==> src/design/swlrl_pkg.sv <==
// Shared types and constants for the sliding-window log rate limiter.
// Holds the controller/datapath command and status structs and field widths.
// No dependencies; every other file of the block imports this package.
package swlrl_pkg;

    // Fixed field widths of the item and register interfaces.
    localparam int FLOW_FIELD_W = 6;
    localparam int NOW_W        = 32;
    localparam int LIMIT_W      = 5;
    localparam int WINDOW_W     = 32;
    localparam int COUNT_OUT_W  = 5;
    localparam int IN_TDATA_W   = 40;
    localparam int OUT_TDATA_W  = 8;
    localparam int APB_DATA_W   = 32;
    localparam int APB_ADDR_W   = 3;

    // Register reset values.
    localparam logic [LIMIT_W-1:0]  LIMIT_RESET  = 5'd10;
    localparam logic [WINDOW_W-1:0] WINDOW_RESET = 32'd60;

    // Register indexes, taken from address bit 2.
    typedef enum logic [0:0] {
        REG_LIMIT  = 1'b0,
        REG_WINDOW = 1'b1
    } t_reg_idx;

    // Commands from the controller to the datapath.
    typedef struct packed {
        logic take;    // accept an input item this cycle
        logic fetch;   // load head and count of the flow
        logic pop;     // drop the oldest stamp of the flow
        logic commit;  // decide, write back and load the result
        logic clear;   // clear one ring-state entry after reset
    } t_cmd;

    // Status from the datapath to the controller.
    typedef struct packed {
        logic in_bad;      // incoming flow index is out of range
        logic clear_last;  // clearing pass is at its last entry
        logic count_zero;  // no stamps left for the flow
        logic stale;       // oldest stamp is older than the window
        logic out_free;    // result register can take a new item
    } t_sts;

endpackage

==> src/design/swlrl_ctrl.sv <==
// Controller state machine of the rate limiter.
// Sequences clearing, fetch, trim and decide; drives the datapath by t_cmd.
// Depends on swlrl_pkg.
module swlrl_ctrl (
    input  logic              i_clk,
    input  logic              i_rst_n,
    input  logic              i_s_tvalid,
    output logic              o_s_tready,
    input  swlrl_pkg::t_sts   i_sts,
    output swlrl_pkg::t_cmd   o_cmd
);
    import swlrl_pkg::*;

    typedef enum logic [2:0] {
        S_CLEAR,
        S_IDLE,
        S_FETCH,
        S_TRIM,
        S_DECIDE
    } t_state;

    t_state r_state;
    t_state n_state;
    logic   r_ready;
    logic   n_ready;

    // Commands follow from the current state and the datapath status.
    always_comb begin
        o_cmd        = '0;
        o_cmd.take   = r_ready & i_s_tvalid;
        o_cmd.fetch  = (r_state == S_FETCH);
        o_cmd.pop    = (r_state == S_TRIM) & ~i_sts.count_zero & i_sts.stale;
        o_cmd.commit = (r_state == S_DECIDE) & i_sts.out_free;
        o_cmd.clear  = (r_state == S_CLEAR);
    end

    // Next state.
    always_comb begin
        n_state = r_state;
        case (r_state)
            S_CLEAR: begin
                if (i_sts.clear_last) begin
                    n_state = S_IDLE;
                end
            end
            S_IDLE: begin
                if (o_cmd.take) begin
                    n_state = i_sts.in_bad ? S_DECIDE : S_FETCH;
                end
            end
            S_FETCH: begin
                n_state = S_TRIM;
            end
            S_TRIM: begin
                if (!o_cmd.pop) begin
                    n_state = S_DECIDE;
                end
            end
            S_DECIDE: begin
                if (o_cmd.commit) begin
                    n_state = S_IDLE;
                end
            end
            default: begin
                n_state = S_CLEAR;
            end
        endcase
        n_ready = (n_state == S_IDLE);
    end

    // State and registered ready.
    always_ff @(posedge i_clk) begin
        if (!i_rst_n) begin
            r_state <= S_CLEAR;
            r_ready <= 1'b0;
        end else begin
            r_state <= n_state;
            r_ready <= n_ready;
        end
    end

    assign o_s_tready = r_ready;

    // One item at a time: after an accept the input side closes.
    a_take_closes: assert property (@(posedge i_clk) disable iff (!i_rst_n)
        o_cmd.take |=> !o_s_tready)
        else $error("input still ready after an item was accepted");

    // A committed item reopens the input side in the next cycle.
    a_commit_reopens: assert property (@(posedge i_clk) disable iff (!i_rst_n)
        o_cmd.commit |=> (r_state == S_IDLE) && o_s_tready)
        else $error("input not reopened after commit");

    // No item is taken or finished while the ring state is being cleared.
    a_clear_quiet: assert property (@(posedge i_clk) disable iff (!i_rst_n)
        (r_state == S_CLEAR) |-> !o_s_tready && !o_cmd.commit)
        else $error("activity during the clearing pass");

endmodule

==> config.mk <==
export PLATFORM = sky130hd
export DESIGN_NAME = swlrl_ctrl
export DESIGN_NICKNAME = d
export VERILOG_FILES = /design/src/design/swlrl_pkg.sv /design/src/design/swlrl_ctrl.sv
export SDC_FILE = /design/constraint.sdc
export NUM_CORES = 1
export LEC_CHECK = 0
export CORE_AREA = 10 10 47 49
export CTS_BUF_LIST = sky130_fd_sc_hd__clkbuf_16
export DETAILED_ROUTE_END_ITERATION = 10
export DIE_AREA = 0 0 57 59
export DONT_BUFFER_PORTS = 1
export PLACE_DENSITY = 0.3
export SYNTH_ARGS = -nofsm -noshare
export SYNTH_HDL_FRONTEND = slang
export SYNTH_SLANG_ARGS = --single-unit
==> constraint.sdc <==
create_clock -name i_clk -period 1.3 [get_ports i_clk]
set_input_delay 0.26 -clock i_clk [delete_from_list [all_inputs] [get_ports i_clk]]
set_output_delay 0.26 -clock i_clk [all_outputs]
set_load 0.01 [all_outputs]
==> results.yml, run 1 <==
global_routing:
  grt_pass1_wl_mm: 1.08
  grt_usage_pct: 4.32
  grt_max_degree: 11
  grt_pass1_vias: 230
  antenna_found_initial: 0
  gr-total-overflow: 0
synthesis:
  yosysWarningCount: 0
  yosys.area.top_type: "dfxtp_1"
  ys_seq_area_share_pct: 29.4
  synth.top_cell.area_share_pct: 29.4
  syn-mean-instance-area_sq_um: 7.79
  synth_compound_area_share_pct: 17.4
  ys_types: 19
  ys_top_cells_by_area: "dfxtp_1 29%, nor3_1 7.3%, nor2_1 6.9%, a21oi_1 5.5%, nor4b_2 5.5%"
  syn-num-nets: 43
  synth_fa_ha_area_share_pct: 0
  synth_top_family_by_area: "simple AND/OR/NAND/NOR gates"
  synthSimpleGateAreaFrac_pct: 42.2
  ys.flop_type: "dfxtp_1"
  mappedNetlistArea_sq_um: 273
  ys_ff_latch: 4
  synth_xor_area_share_pct: 0
  yosys-mux-area-fraction_pct: 0
  synth_enable_flop_cells: 0
  synth_cells: 35
  async_flop_share_pct: 0
drt:
  wire_per_inst_microns: 12.9
  firstDrtPassIters: 2
  drc: 0
  viasPerCell: 4.54
  wl_microns: 734
  ant_nets: 0
  first_iter_violations: 3
  num_vias: 259
floorplan:
  num_io_pins: 14
  die_x_microns: 57
  die_y_microns: 59
  core_sq_um: 1400
  dieArea_sq_um: 3360
  rows: 14
  start_util_pct: 19.5
placement:
  place_inst: 52
  postPlaceCellArea_sq_um: 297
  port_buffers: 0
  routabilityCongestion: 0.726
  place_hpwl_microns: 586
worst_setup_path:
  crit_arrival_ns: 1.00
  crit_required_ns: 1.04
  rr_worst_depth: 4
  start_kind: "flip-flop"
  cp_max_fo: 6
  crit_type: "flip-flop to output pin"
  critPathCaptureType: "output pin"
clock_network:
  clk_pin_slew_ns: 0.03
  clkLatencyLatePin_ns: 0.22
  cts_made_buffers: 3
  cts_sinks: 4
  cts_buffer_depth: 2
  cts_max_level: 1
  cts_tree: "yes"
  postCtsHoldBufs: 0
  cts_root_buf: "clkbuf_16"
finish:
  fill_cells: 164
  nets: 51
  final_cell_count_no_fill: 57
  finalInstanceArea_sq_um: 408
  drive_above_1_share_pct: 43.9
  syn_to_final_growth_pct: 49.5
  antennaDiodeCount: 0
  post-route-util_pct: 29.1
timing:
  timing.fmax_ghz: 0.792
  relSlewSlack_pct: 78.8
  drv_slew: 0
  finalCritPeriodShare_pct: 97.2
  setup_violations: 0
  hold_slack_ns: 0.180
  final-hold-violation-count: 0
  rsz0062_at_grt: "no"
  worst_pin_slew_ns: 0.317
  min_period_ns: 1.26
  skew_ns: 0.00288
flow_run:
  max_cap_violations: 0
min_path:
  hp-class: "input port to flip-flop"
  hold_depth: 2
power_and_ir_drop:
  power_per_cell_area_nw_per_um2: 1620
  vdd_drop_max_uv: 894
  p_leak_nw: 0.156
  power_mw: 0.662
run_status:
  outcome: "finished, final reports clean"
[layout make-up]
type	instances	area (sq um)	area share [%]
repair buffers	5	37.5	9.20
clock buffers	3	75.1	18.4
multi-input cells	26	173	42.3
well taps	16	20.0	4.91
inverters	3	11.3	2.76
flip-flops and latches	4	91.3	22.4
[final timing paths]
kind	slack, ns	from	endpoint
setup / recovery	0.04	r_state[2]	o_cmd[2]
hold / removal	0.18	i_sts[4]	r_state[2]
setup reg to reg	0.22	o_s_tready	r_state[2]
hold reg to reg	0.63	r_state[0]	r_state[2]
[timing repair]
item                                    4_1_cts  5_1_grt
endpoints found under the setup margin        4        2
endpoints found under the hold margin         0        0
buffers inserted                              0        2
pin swaps                                     0        1
resized for setup                             6        2
[routing by layer]
layer  part of all wire [%]  global-route usage [%]  vias to the layer above  wire length (microns)
li1                       -                       -                      133                      -
met5                      0                       0                        -                      0
met1                     43                    3.91                      116                    314
met3                    8.6                    3.65                        2                     63
met4                    1.6                    4.03                        0                     12
met2                     47                    5.89                        8                    342
[kinds of logic after synthesis]
kind of cell	after synthesis
simple gates	19
compound gates	7
buf+inv	5
flops	4
[cell usage in the layout, fill, tap and decap left out, drive strengths merged]
master / count
nor4: 1
o21ai: 1
clkbuf: 3
nor4b: 1
nand3: 1
buf: 5
inv: 3
nor3: 5
a21oi: 4
or2b: 1
dfxtp: 4
nor2: 5
nand2b: 1
a31oi: 1
and2: 1
a211oi: 1
nand2: 3
[worst max-delay path: stages (launching register included)]
cell      delay (ns)
dfxtp_4         0.35
nand2b_4        0.15
nor3_2          0.14
buf_4           0.14
[stage by stage]
| stage | setup TNS [ns] | setup slack, ns |
|---|---|---|
| after global placement | -0.00305 | -0.00305 |
| after CTS | 0 | 0.00153 |
| final | 0 | 0.0369 |
| after floorplan | 0 | 0.141 |
| after detailed placement | 0 | 0.0120 |
| after global routing | 0 | 0.00476 |
[synth_stat cells, types with 3 or more instances]
master   number
inv_1         3
dfxtp_1       4
nor3_1        4
a21oi_1       3
nand2_1       3
nor2_1        5
[report_power, final]
part           switching, mW  internal, mW
Sequential            0.0163         0.129
Clock                 0.0776         0.392
Combinational         0.0244        0.0226
[flip-flops by register name (all words and copies together) (netlist names)]
name,count
r_state,3
o_s_tready,1
Note: power is estimated with default switching activity, not from simulation.
==> run 2, diff against run 1 <==
--- a/config.mk
+++ b/config.mk
@@ -5,12 +5,12 @@
 export SDC_FILE = /design/constraint.sdc
 export NUM_CORES = 1
 export LEC_CHECK = 0
+export BUFFER_PORTS_ARGS = -buffer_cell sky130_fd_sc_hd__buf_4
 export CORE_AREA = 10 10 47 49
 export CTS_BUF_LIST = sky130_fd_sc_hd__clkbuf_16
 export DETAILED_ROUTE_END_ITERATION = 10
 export DIE_AREA = 0 0 57 59
-export DONT_BUFFER_PORTS = 1
-export PLACE_DENSITY = 0.3
+export PLACE_DENSITY = 0.39
 export SYNTH_ARGS = -nofsm -noshare
 export SYNTH_HDL_FRONTEND = slang
 export SYNTH_SLANG_ARGS = --single-unit
==> run 2 against run 1 <==
Register-to-register slack worse by 0.02 ns. Critical path type unchanged. Die area is the same. First-iteration DRC count down 33%. Critical endpoint unchanged. Global-route usage is 0.44 points higher. Via count rose by 11%.
==> results.yml, run 2 (synthesis results as in run 1) <==
finish:
  final_common_cell: "buf_4"
  max_flop_register: "r_state"
  largest_register_ffs: 3
  finalInstanceArea_sq_um: 499
  seq_area_sq_um: 88.8
  fill_cells: 165
  nets: 62
  final_cell_mix: "16 x buf_4, 5 x nor2_1"
  drive_above_1_share_pct: 57.7
  antennaDiodeCount: 0
  post-route-util_pct: 35.6
  final_cell_count_no_fill: 68
  multiInputGateArea_sq_um: 184
  syn_to_final_growth_pct: 83.0
global_routing:
  use_met2_pct: 7.13
  gr-total-overflow: 0
  grtUsageMet3_pct: 4.72
  grt_pass1_vias: 325
  gr-max-usage-layer: "met2"
  grt_usage_pct: 4.76
  grt_max_degree: 9
  use_met1_pct: 4.29
  antenna_found_initial: 0
  grt_pass1_wl_mm: 1.30
timing:
  rsz0062_at_grt: "yes"
  tns_ns: 0
  setup_violations: 0
  finalCritPeriodShare_pct: 96.5
  drv_slew: 0
  final-hold-violation-count: 0
  min_period_ns: 1.25
  setup_ws_ns: 0.0454
  worst_pin_slew_ns: 0.331
  hold_slack_ns: 0.291
  timing.fmax_ghz: 0.797
  skew_ns: 0.00163
  relSlewSlack_pct: 77.9
floorplan:
  start_util_pct: 19.5
  core_sq_um: 1400
  dieArea_sq_um: 3360
  die_y_microns: 59
  rows: 14
  num_io_pins: 14
  die_x_microns: 57
drt:
  ant_nets: 0
  drc: 0
  wl_microns: 710
  first_iter_violations: 2
  firstDrtPassIters: 4
  wire_per_inst_microns: 10.4
  num_vias: 288
  viasPerCell: 4.24
clock_network:
  cts_sinks: 4
  cts_root_buf: "clkbuf_16"
  cts_tree: "yes"
  cts_buffer_depth: 2
  cts_made_buffers: 3
  clkLatencyLatePin_ns: 0.22
  cts_max_level: 1
  clk_pin_slew_ns: 0.03
worst_setup_path:
  crit_family: "flip-flops"
  path_cells: "nand2b_4 > nor3_2 > buf_4"
  critPathCaptureType: "output pin"
  crit_arrival_ns: 0.99
  path_buf_inv: 1
  crit_required_ns: 1.04
  max_stage_delay_ns: 0.33
  cpMaxStageDelayCell: "dfxtp_2"
  crit_type: "flip-flop to output pin"
  start_kind: "flip-flop"
  cp_max_fo: 6
flow_run:
  max_cap_violations: 0
placement:
  place_hpwl_microns: 641
  routabilityCongestion: 0.707
  postPlaceCellArea_sq_um: 394
  place_inst: 65
  pre_cts_slack_ns: 0.111
  port_buffers: 13
min_path:
  hp-class: "input port to flip-flop"
power_and_ir_drop:
  power_per_cell_area_nw_per_um2: 1390
  sw_frac_of_total_pct: 17.8
  clkPwrFrac_pct: 67.3
  p_leak_nw: 0.211
  p_int_mw: 0.572
  switchingPower_mw: 0.124
  power_mw: 0.696
  p_comb_share_pct: 12.1
  vdd_drop_max_uv: 968
  seqPwrFrac_pct: 20.6
run_status:
  outcome: "finished, final reports clean"
-- run 2: final timing paths --
| kind | from | depth (start not counted) | to | slack, ns |
|---|---|---|---|---|
| max | r_state[2] | 3 | o_cmd[2] | 0.05 |
| min | i_sts[4] | 3 | r_state[2] | 0.29 |
| max reg2reg | r_state[0] | 4 | o_s_tready | 0.20 |
| min reg2reg | r_state[1] | 3 | r_state[2] | 0.64 |
-- run 2: worst register-to-register path, stage by stage (launching register included) --
cell and delay [ns]:
dfxtp_4 0.36, buf_4 0.15, o21ai_0 0.15, nand2_1 0.10, nor4_2 0.25
-- run 2: power by group through the flow --
stage,clock network [mW],registers (mW),logic (mW)
final,0.468,0.144,0.0844
after global routing,0.489,0.146,0.0948
after CTS,0.479,0.145,0.0850
after detailed placement,0,0.145,0.0826
after global placement,0,0.145,0.0833
after floorplan,0,0.139,0.0466
-- run 2: what timing repair did --
action                                  CTS  global route
endpoints found under the setup margin    4             3
pin swaps                                 0             1
hold buffers                              0             0
setup buffers                             0             0
gates resized for setup                   6             3
-- run 2: cell type report --
class / count / area share (%)
repair buffers: 16 / 24.1
flip-flops and latches: 4 / 17.8
multi-input cells: 26 / 36.8
well taps: 16 / 4.01
clock buffers: 3 / 15.0
inverters: 3 / 2.26
-- run 2: routing by layer --
layer	vias to the layer above	part of all wire, %
li1	156	-
met1	119	39
met2	13	43
met3	0	18
met4	0	0
met5	-	0
